$ cat config.mk
export PLATFORM = sky130hd
export DESIGN_NAME = lock_table_with_deadlock_check
export DESIGN_NICKNAME = d
export VERILOG_FILES = /design/src/rtl/ltdc_pkg.sv /design/src/rtl/ltdc_ram.sv /design/src/rtl/ltdc_front.sv /design/src/rtl/ltdc_back.sv /design/src/rtl/lock_table_with_deadlock_check.sv
export SDC_FILE = /design/constraint.sdc
export NUM_CORES = 2
export LEC_CHECK = 0
export BUFFER_PORTS_ARGS = -buffer_cell sky130_fd_sc_hd__buf_2
export CORE_MARGIN = 2
export CORE_UTILIZATION = 55
export CTS_CLUSTER_SIZE = 10
export DETAILED_ROUTE_END_ITERATION = 16
export HOLD_SLACK_MARGIN = 0.06
export PLACE_DENSITY = 0.81
export SKIP_CTS_REPAIR_TIMING = 1
export SYNTH_ARGS = -nofsm -noshare
export SYNTH_HDL_FRONTEND = slang
export SYNTH_HIERARCHICAL = 1
export SYNTH_SLANG_ARGS = --single-unit
$ cat constraint.sdc
create_clock -name clk_i -period 12.85 [get_ports clk_i]
set_input_delay 1.285 -clock clk_i [delete_from_list [all_inputs] [get_ports clk_i]]
set_output_delay 1.285 -clock clk_i [all_outputs]
set_load 0.02 [all_outputs]
$ cat src/rtl/ltdc_pkg.sv
// ltdc_pkg: shared types and constants for the lock table with deadlock check
// used by every module under rtl/ except ltdc_ram, no dependencies of its own
package ltdc_pkg;

  localparam int unsigned TXNS_DEF = 16;
  localparam int unsigned RES_DEF  = 64;

  localparam int unsigned MODE_W = 3;
  localparam int unsigned ID_W   = 4;
  localparam int unsigned RES_W  = 6;
  localparam int unsigned ST_W   = 3;

  typedef enum logic [MODE_W-1:0] {
    MD_BEGIN  = 3'd0,
    MD_SHARED = 3'd1,
    MD_EXCL   = 3'd2,
    MD_COMMIT = 3'd3,
    MD_ABORT  = 3'd4
  } mode_e;

  typedef enum logic [ST_W-1:0] {
    ST_OK       = 3'd0,
    ST_WAIT     = 3'd1,
    ST_DEADLOCK = 3'd2,
    ST_INACTIVE = 3'd3,
    ST_UNKNOWN  = 3'd4,
    ST_NOSLOT   = 3'd5
  } status_e;

  typedef enum logic [1:0] {
    PH_IDLE      = 2'd0,
    PH_GROWING   = 2'd1,
    PH_COMMITTED = 2'd2,
    PH_ABORTED   = 2'd3
  } phase_e;

  typedef enum logic [2:0] {
    K_BEGIN,
    K_SHARED,
    K_EXCL,
    K_COMMIT,
    K_ABORT,
    K_BAD
  } kind_e;

  typedef enum logic [2:0] {
    S_CLEAR,
    S_IDLE,
    S_LREAD,
    S_REACH,
    S_REL
  } back_state_e;

  typedef struct packed {
    kind_e            kind;
    logic [ID_W-1:0]  txn;
    logic [RES_W-1:0] res;
  } cmd_t;

  typedef struct packed {
    logic valid;
    cmd_t cmd;
  } q_head_t;

endpackage

$ cat src/rtl/ltdc_ram.sv
// ltdc_ram: generic single write port, single read port ram with registered read
// no dependencies
module ltdc_ram #(
  parameter int unsigned WIDTH = 8,
  parameter int unsigned DEPTH = 64
) (
  input  logic                                  clk_i,
  input  logic                                  we_i,
  input  logic [(DEPTH > 1 ? $clog2(DEPTH) : 1)-1:0] waddr_i,
  input  logic [WIDTH-1:0]                      wdata_i,
  input  logic [(DEPTH > 1 ? $clog2(DEPTH) : 1)-1:0] raddr_i,
  output logic [WIDTH-1:0]                      rdata_o
);

  logic [WIDTH-1:0] mem_q [DEPTH];
  logic [WIDTH-1:0] rdata_q;

  always_ff @(posedge clk_i) begin
    if (we_i) begin
      mem_q[waddr_i] <= wdata_i;
    end
    rdata_q <= mem_q[raddr_i];
  end

  assign rdata_o = rdata_q;

endmodule

$ cat src/rtl/ltdc_front.sv
// ltdc_front: request decode, resource wrap and two-entry command queue
// depends on ltdc_pkg
module ltdc_front import ltdc_pkg::*; #(
  parameter int unsigned RESOURCES = RES_DEF
) (
  input  logic              clk_i,
  input  logic              rst_ni,
  input  logic              start_i,
  input  logic [MODE_W-1:0] mode_i,
  input  logic [ID_W-1:0]   txn_id_i,
  input  logic [RES_W-1:0]  resource_i,
  output logic              busy_o,
  output q_head_t           head_o,
  input  logic              pop_i
);

  localparam int unsigned NRES_IN = 1 << RES_W;

  logic [RES_W-1:0] wrap_tbl [NRES_IN];
  cmd_t             cmd_in;
  cmd_t             mem_q [2];
  logic             wr_q, rd_q;
  logic [1:0]       cnt_q;
  logic             push;

  // resource index wraps modulo the table depth, worked out per input code
  for (genvar v = 0; v < NRES_IN; v++) begin : g_wrap
    assign wrap_tbl[v] = RES_W'(v % RESOURCES);
  end

  always_comb begin
    cmd_in.txn = txn_id_i;
    cmd_in.res = wrap_tbl[resource_i];
    unique case (mode_i)
      MD_BEGIN:  cmd_in.kind = K_BEGIN;
      MD_SHARED: cmd_in.kind = K_SHARED;
      MD_EXCL:   cmd_in.kind = K_EXCL;
      MD_COMMIT: cmd_in.kind = K_COMMIT;
      MD_ABORT:  cmd_in.kind = K_ABORT;
      default:   cmd_in.kind = K_BAD;
    endcase
  end

  assign busy_o = cnt_q[1];
  assign push   = start_i && !busy_o;

  always_ff @(posedge clk_i) begin
    if (push) begin
      mem_q[wr_q] <= cmd_in;
    end
  end

  always_ff @(posedge clk_i or negedge rst_ni) begin
    if (!rst_ni) begin
      wr_q  <= 1'b0;
      rd_q  <= 1'b0;
      cnt_q <= 2'd0;
    end else begin
      if (push) begin
        wr_q <= !wr_q;
      end
      if (pop_i) begin
        rd_q <= !rd_q;
      end
      cnt_q <= cnt_q + 2'(push) - 2'(pop_i);
    end
  end

  assign head_o.valid = (cnt_q != 2'd0);
  assign head_o.cmd   = mem_q[rd_q];

endmodule

$ cat src/rtl/ltdc_back.sv
// ltdc_back: lock table state, waits-for matrix, cycle check and release sweep
// depends on ltdc_pkg and ltdc_ram
module ltdc_back import ltdc_pkg::*; #(
  parameter int unsigned TXNS      = TXNS_DEF,
  parameter int unsigned RESOURCES = RES_DEF
) (
  input  logic            clk_i,
  input  logic            rst_ni,
  input  q_head_t         head_i,
  output logic            pop_o,
  output logic            done_o,
  output logic [ST_W-1:0] status_o,
  output logic [ID_W-1:0] new_txn_o
);

  localparam int unsigned SW  = $clog2(TXNS);
  localparam int unsigned CW  = $clog2(TXNS + 1);
  localparam int unsigned AW  = RESOURCES > 1 ? $clog2(RESOURCES) : 1;
  localparam int unsigned RCW = $clog2(RESOURCES + 1);
  localparam int unsigned EW  = 1 + SW + TXNS;

  back_state_e     state_q, state_d;
  cmd_t            cmd_q, cmd_d;
  phase_e          phase_q [TXNS];
  phase_e          phase_d [TXNS];
  logic [TXNS-1:0] wait_q [TXNS];
  logic [TXNS-1:0] wait_d [TXNS];
  logic [CW-1:0]   id_q, id_d;
  logic [TXNS-1:0] reach_q, reach_d;
  logic [RCW-1:0]  cnt_q, cnt_d;
  logic            rd_v_q, rd_v_d;
  logic [AW-1:0]   rd_addr_q, rd_addr_d;
  status_e         rel_st_q, rel_st_d;
  logic            done_q, done_d;
  status_e         status_q, status_d;
  logic [ID_W-1:0] new_q, new_d;

  logic            we;
  logic [AW-1:0]   waddr, raddr;
  logic [EW-1:0]   wdata, rdata;

  logic            ent_ov;
  logic [SW-1:0]   ent_own;
  logic [TXNS-1:0] ent_msk;
  logic [SW-1:0]   slot, hslot;
  logic [TXNS-1:0] sbit, blockers, or_rows, reach_nx;
  logic            excl, hin_range;

  ltdc_ram #(.WIDTH(EW), .DEPTH(RESOURCES)) u_ram (
    .clk_i   (clk_i),
    .we_i    (we),
    .waddr_i (waddr),
    .wdata_i (wdata),
    .raddr_i (raddr),
    .rdata_o (rdata)
  );

  assign ent_ov  = rdata[EW-1];
  assign ent_own = rdata[EW-2 -: SW];
  assign ent_msk = rdata[TXNS-1:0];

  assign slot  = SW'(cmd_q.txn);
  assign sbit  = TXNS'(1) << slot;
  assign excl  = (cmd_q.kind == K_EXCL);
  assign hslot = SW'(head_i.cmd.txn);
  assign hin_range = (32'(head_i.cmd.txn) < TXNS);

  always_comb begin
    blockers = '0;
    if (ent_ov && ent_own != slot) begin
      blockers[ent_own] = 1'b1;
    end
    if (excl) begin
      blockers = blockers | (ent_msk & ~sbit);
    end
  end

  // one reachability step over the waits-for rows
  always_comb begin
    or_rows = '0;
    for (int i = 0; i < TXNS; i++) begin
      if (reach_q[i]) begin
        or_rows = or_rows | wait_q[i];
      end
    end
    reach_nx = reach_q | or_rows;
  end

  always_comb begin
    state_d   = state_q;
    cmd_d     = cmd_q;
    phase_d   = phase_q;
    wait_d    = wait_q;
    id_d      = id_q;
    reach_d   = reach_q;
    cnt_d     = cnt_q;
    rd_v_d    = 1'b0;
    rd_addr_d = rd_addr_q;
    rel_st_d  = rel_st_q;
    done_d    = 1'b0;
    status_d  = status_q;
    new_d     = '0;
    pop_o     = 1'b0;
    we        = 1'b0;
    waddr     = cnt_q[AW-1:0];
    wdata     = '0;
    raddr     = cnt_q[AW-1:0];

    unique case (state_q)
      S_CLEAR: begin
        we    = 1'b1;
        cnt_d = cnt_q + RCW'(1);
        if (cnt_q == RCW'(RESOURCES - 1)) begin
          state_d = S_IDLE;
        end
      end

      S_IDLE: begin
        if (head_i.valid) begin
          pop_o  = 1'b1;
          cmd_d  = head_i.cmd;
          done_d = 1'b1;
          status_d = ST_OK;
          case (head_i.cmd.kind)
            K_BEGIN: begin
              if (32'(id_q) >= TXNS) begin
                status_d = ST_NOSLOT;
              end else begin
                phase_d[id_q[SW-1:0]] = PH_GROWING;
                wait_d[id_q[SW-1:0]]  = '0;
                new_d = ID_W'(id_q);
                id_d  = id_q + CW'(1);
              end
            end
            K_BAD: status_d = ST_INACTIVE;
            default: begin
              if (!hin_range || phase_q[hslot] == PH_IDLE) begin
                status_d = ST_UNKNOWN;
              end else if (head_i.cmd.kind == K_SHARED || head_i.cmd.kind == K_EXCL) begin
                if (phase_q[hslot] != PH_GROWING) begin
                  status_d = ST_INACTIVE;
                end else begin
                  done_d  = 1'b0;
                  raddr   = AW'(head_i.cmd.res);
                  state_d = S_LREAD;
                end
              end else begin
                done_d = 1'b0;
                phase_d[hslot] = (head_i.cmd.kind == K_COMMIT) ? PH_COMMITTED : PH_ABORTED;
                rel_st_d = ST_OK;
                cnt_d    = '0;
                state_d  = S_REL;
              end
            end
          endcase
        end
      end

      S_LREAD: begin
        if ((ent_ov && ent_own == slot) || (!excl && ent_msk[slot])) begin
          done_d   = 1'b1;
          status_d = ST_OK;
          state_d  = S_IDLE;
        end else if (blockers != '0) begin
          wait_d[slot] = blockers;
          reach_d      = blockers;
          state_d      = S_REACH;
        end else begin
          we    = 1'b1;
          waddr = AW'(cmd_q.res);
          wdata = excl ? {1'b1, slot, ent_msk & ~sbit} : {ent_ov, ent_own, ent_msk | sbit};
          for (int i = 0; i < TXNS; i++) begin
            wait_d[i] = wait_q[i] & ~sbit;
          end
          wait_d[slot] = '0;
          done_d   = 1'b1;
          status_d = ST_OK;
          state_d  = S_IDLE;
        end
      end

      S_REACH: begin
        if (reach_nx == reach_q) begin
          if (reach_q[slot]) begin
            phase_d[slot] = PH_ABORTED;
            rel_st_d = ST_DEADLOCK;
            cnt_d    = '0;
            state_d  = S_REL;
          end else begin
            done_d   = 1'b1;
            status_d = ST_WAIT;
            state_d  = S_IDLE;
          end
        end else begin
          reach_d = reach_nx;
        end
      end

      S_REL: begin
        // read one entry per cycle, write the previous one back stripped
        if (cnt_q != RCW'(RESOURCES)) begin
          raddr     = cnt_q[AW-1:0];
          rd_v_d    = 1'b1;
          rd_addr_d = cnt_q[AW-1:0];
          cnt_d     = cnt_q + RCW'(1);
        end
        if (rd_v_q) begin
          we    = 1'b1;
          waddr = rd_addr_q;
          if (ent_ov && ent_own == slot) begin
            wdata = {1'b0, SW'(0), ent_msk & ~sbit};
          end else begin
            wdata = {ent_ov, ent_own, ent_msk & ~sbit};
          end
        end
        if (cnt_q == RCW'(RESOURCES)) begin
          for (int i = 0; i < TXNS; i++) begin
            wait_d[i] = wait_q[i] & ~sbit;
          end
          wait_d[slot] = '0;
          done_d   = 1'b1;
          status_d = rel_st_q;
          state_d  = S_IDLE;
        end
      end

      default: state_d = S_IDLE;
    endcase
  end

  always_ff @(posedge clk_i or negedge rst_ni) begin
    if (!rst_ni) begin
      state_q <= S_CLEAR;
      id_q    <= '0;
      cnt_q   <= '0;
      rd_v_q  <= 1'b0;
      done_q  <= 1'b0;
      for (int i = 0; i < TXNS; i++) begin
        phase_q[i] <= PH_IDLE;
        wait_q[i]  <= '0;
      end
    end else begin
      state_q <= state_d;
      id_q    <= id_d;
      cnt_q   <= cnt_d;
      rd_v_q  <= rd_v_d;
      done_q  <= done_d;
      phase_q <= phase_d;
      wait_q  <= wait_d;
    end
  end

  always_ff @(posedge clk_i) begin
    cmd_q     <= cmd_d;
    reach_q   <= reach_d;
    rd_addr_q <= rd_addr_d;
    rel_st_q  <= rel_st_d;
    status_q  <= status_d;
    new_q     <= new_d;
  end

  assign done_o    = done_q;
  assign status_o  = status_q;
  assign new_txn_o = new_q;

endmodule

$ cat src/rtl/lock_table_with_deadlock_check.sv
// lock_table_with_deadlock_check: top level, command queue front and lock table back
// depends on ltdc_pkg, ltdc_front, ltdc_back
//
//   channel  | strobe  | hold-off | beat fields
//   request  | start_i | busy_o   | mode_i, txn_id_i, resource_i
//   result   | done_o  | none     | status_o, new_txn_o
//
// begin and rejected requests are answered from the idle state; a lock request first reads
// its lock ram entry, and a blocked lock then grows the reach set one waits-for step at a time.
// commit and abort sweep the whole lock ram; a deadlock abort sweeps it once the reach set
// has stopped growing and holds the requester.
// after reset the lock ram is cleared entry by entry; requests queue meanwhile.
// busy_o rises when the two-entry queue is full; results come as one-cycle strobes.
module lock_table_with_deadlock_check import ltdc_pkg::*; #(
  parameter int unsigned TXNS      = TXNS_DEF,
  parameter int unsigned RESOURCES = RES_DEF
) (
  input  logic              clk_i,
  input  logic              rst_ni,
  input  logic              start_i,
  output logic              busy_o,
  input  logic [MODE_W-1:0] mode_i,
  input  logic [ID_W-1:0]   txn_id_i,
  input  logic [RES_W-1:0]  resource_i,
  output logic              done_o,
  output logic [ST_W-1:0]   status_o,
  output logic [ID_W-1:0]   new_txn_o
);

  q_head_t head;
  logic    pop;

  ltdc_front #(.RESOURCES(RESOURCES)) u_front (
    .clk_i      (clk_i),
    .rst_ni     (rst_ni),
    .start_i    (start_i),
    .mode_i     (mode_i),
    .txn_id_i   (txn_id_i),
    .resource_i (resource_i),
    .busy_o     (busy_o),
    .head_o     (head),
    .pop_i      (pop)
  );

  ltdc_back #(.TXNS(TXNS), .RESOURCES(RESOURCES)) u_back (
    .clk_i     (clk_i),
    .rst_ni    (rst_ni),
    .head_i    (head),
    .pop_o     (pop),
    .done_o    (done_o),
    .status_o  (status_o),
    .new_txn_o (new_txn_o)
  );

endmodule

==> results.toml <==
[timing]
finalHoldViolCount = 0
final-max-slew-violation-count = 20
setup_tns_ns = 0
fin_crit_ns = 7.68
skew_ns = 0.0582
rsz0062_at_grt = "false"
fmax_mhz = 130
setup_viol = 0
period_share_pct = 59.8
maxSlewHeadroom_pct = -0.526
worstMarginPinSlew_ns = 1.51

[setup_path]
crit_chain = "mux2_2, mux4_2, a22o_1, a221oi_2, nand4_1, mux2_8, buf_4, buf_4, mux4_2, mux4_2, o22ai_1, a211oi_1"
cp-end-kind = "flop"
path_common_cell = "mux4_2"
worstPathMaxFanout = 57
crit_arrival_ns = 8.35
required_ns = 13.52
path_buf_inv = 2
start_kind = "flop"
max_stage_delay_ns = 0.98
r2r_cells = 12
critPathTopFamily = "multiplexers"
cp_slowest_cell = "buf_4"
crit_cells = 12
setup.worst_path.class = "reg2reg"

[synthesis]
synth_edf_count = 1409
netlist_instances = 4581
avgSynthCellArea_um2 = 16.0
ys_types = 84
synthArstFlopShare_pct = 17.7
syn-num-nets = 4605
synth_ff_type = "edfxtp_1"
synth-seq-cells = 1742
synth-seq-area-share_pct = 69.1
synthesis.area_um2 = 73100
synth_warnings = 6

[final_layout]
fin_cells = 6471
multiInputGateArea_um2 = 21300
fin_nets = 4618
syn_to_final_growth_pct = 11.0
fillers = 8864
regArea_um2 = 50500
fin_util_pct = 61.6
drive_above_1_share_pct = 19.0

[route]
routedWlPerCell_um = 34.3
route.vias.total = 47600
dr.first_iter.drc_count = 8865
wl_um = 222000
ant_nets = 0
viasPerCell = 7.35
drcViolationCount = 0
firstDrtPassIters = 10

[floorplan]
std_cell_rows = 133
design.core.area_um2 = 132000
start_util_pct = 55.5
die_y_um = 369
die_x_um = 369
num_io_pins = 25
die_area_um2 = 136000

[clock_network]
clk_latency_ns = 0.87
cts_tree = "yes"
cts_buffers = 193
cts_sinks = 1742
cts_max_level = 4
clockRootBuffer = "clkbuf_16"
path_clk_slew_ns = 0.06
clock_path_buffers = 3

[worst_hold_path]
min_path_cells = 1
min_path_type = "reg2reg"

[power_and_ir_drop]
p_per_area_nw_per_um2 = 139
vdd_drop_max_mv = 0.171
leakage_nw = 24.4

[outcome]
outcome = "complete, but fails checks"
violations = "capacitance limit, slew limit"

[global_route]
grt_overflow = 0
grt_pass1_vias = 47100
track_usage_pct = 32.6
grt_max_degree = 138
grt_pass1_wl_um = 322000
antenna_found_initial = 7

[placed_design]
io_buffers = 24
dpl.hpwl_um = 119000
dpl.cell_count = 6154
gp_congestion = 0.962

[run]
drv_cap = 1
## registers in the layout (all words and copies together) (netlist names), 2 cells and up
signal                flops
u_back/wait_q           255
u_back/state_q            3
u_back/cnt_q              7
u_back/reach_q           16
u_back/rd_addr_q          6
u_back/u_ram/mem_q     1344
u_front/mem_q            26
u_front/cnt_q             2
u_back/cmd_q              9
u_back/status_o           3
u_back/new_txn_o          4
u_back/slot               4
u_back/u_ram/rdata_o     21
u_back/id_q               5
u_back/phase_q           32
## worst paths after layout
path	start	end	slack (ns)
min	u_back/wait_q[240]	u_back/wait_q[240]	0.50
max	u_front/rd_q	u_back/u_ram/rdata_o[9]	5.17
min in group asynchronous	rst_ni	u_back/done_o	0.51
min reg2reg	u_back/wait_q[240]	u_back/wait_q[240]	0.50
max in group asynchronous	rst_ni	u_back/wait_q[243]	10.66
max reg2reg	u_front/rd_q	u_back/u_ram/rdata_o[9]	5.17
## cells by family after synthesis
family | share of synthesized area (%)
AND/OR/NAND/NOR | 4.88
multiplexers | 12.6
AO/OA/AOI/OAI | 10.7
XOR/XNOR | 0.144
flip-flops | 69.1
adder cells (fa/ha/maj) | 0.151
buffers and inverters | 2.50
## synthesized netlist by cell type (28+ instances only)
library cell,count,area [µm²]
a211oi_1,28,210
a21oi_1,101,505
a221oi_1,31,272
a22o_1,29,254
a22oi_1,174,1310
a31oi_1,40,250
buf_2,50,250
buf_4,32,240
clkbuf_1,236,886
dfrtp_1,308,7710
edfxtp_1,1409,42300
inv_1,37,139
mux2_2,58,653
mux2i_1,169,1690
mux4_2,304,6850
nand2_1,253,950
nand2b_1,38,238
nand3_1,58,290
nor2_1,202,758
nor3_1,37,185
o21ai_0,312,1560
o22ai_1,79,494
o311ai_0,142,1240
## cell type report
cell class,instances,area share (%)
diodes,1,0.00308
clock buffers,300,6.52
clock inverters,16,0.446
inverters,39,0.180
multi-input cells,2442,26.3
flip-flops and latches,1742,62.3
well taps,1755,2.71
repair buffers,176,1.58
## metrics by stage
stage / hold WS (ns) / worst slack [ns] / area [µm²] / power (mW)
after floorplan: 0.458 / 7.67 / 73100 / 6.26
after global placement: 0.471 / 5.39 / 75500 / 6.31
after detailed placement: 0.486 / 5.26 / 75500 / 6.32
after CTS: 0.497 / 5.16 / 81100 / 11.3
after global routing: 0.519 / 4.64 / 81100 / 11.5
final: 0.502 / 5.17 / 81100 / 11.3
## power breakdown
group          total (mW)  internal, mW  switching, mW
logic               0.143        0.0381          0.105
clock network        5.07          2.83           2.24
registers            6.06          6.06        0.00757
total                11.3          8.92           2.35
## cell usage in the layout, fill, tap and decap left out, drive strengths merged, types with 10 or more instances in the layout
| cell type | count |
|---|---|
| mux2 | 58 |
| nor2b | 18 |
| o2111ai | 10 |
| clkbuf | 300 |
| a22oi | 174 |
| o211ai | 25 |
| nand3 | 58 |
| nand2b | 38 |
| dfrtp | 308 |
| o22ai | 79 |
| o31ai | 21 |
| or2 | 29 |
| o21ai | 328 |
| a221oi | 37 |
| nor2 | 203 |
| nor3 | 38 |
| a211oi | 28 |
| clkinv | 14 |
| buf | 176 |
| nand2 | 254 |
| or3 | 14 |
| and2 | 12 |
| a22o | 29 |
| inv | 41 |
| o311ai | 158 |
| a31oi | 40 |
| dfxtp | 25 |
| and3 | 25 |
| o22a | 25 |
| edfxtp | 1409 |
| mux4 | 304 |
| nand4 | 11 |
| a21oi | 102 |
| mux2i | 169 |
| o41ai | 18 |
| a21boi | 12 |
## per-layer routing
metal	routed length, µm	vias up	GRT usage (%)	part of all wire, %
met4	16200	4	19.1	7.3
met1	72700	23400	41.1	33
met3	32400	1134	10.7	15
met2	101000	4493	49.5	45
li1	-	18500	-	-
met5	45	-	0.249	0.020
Power figures use the tool's default switching activity.
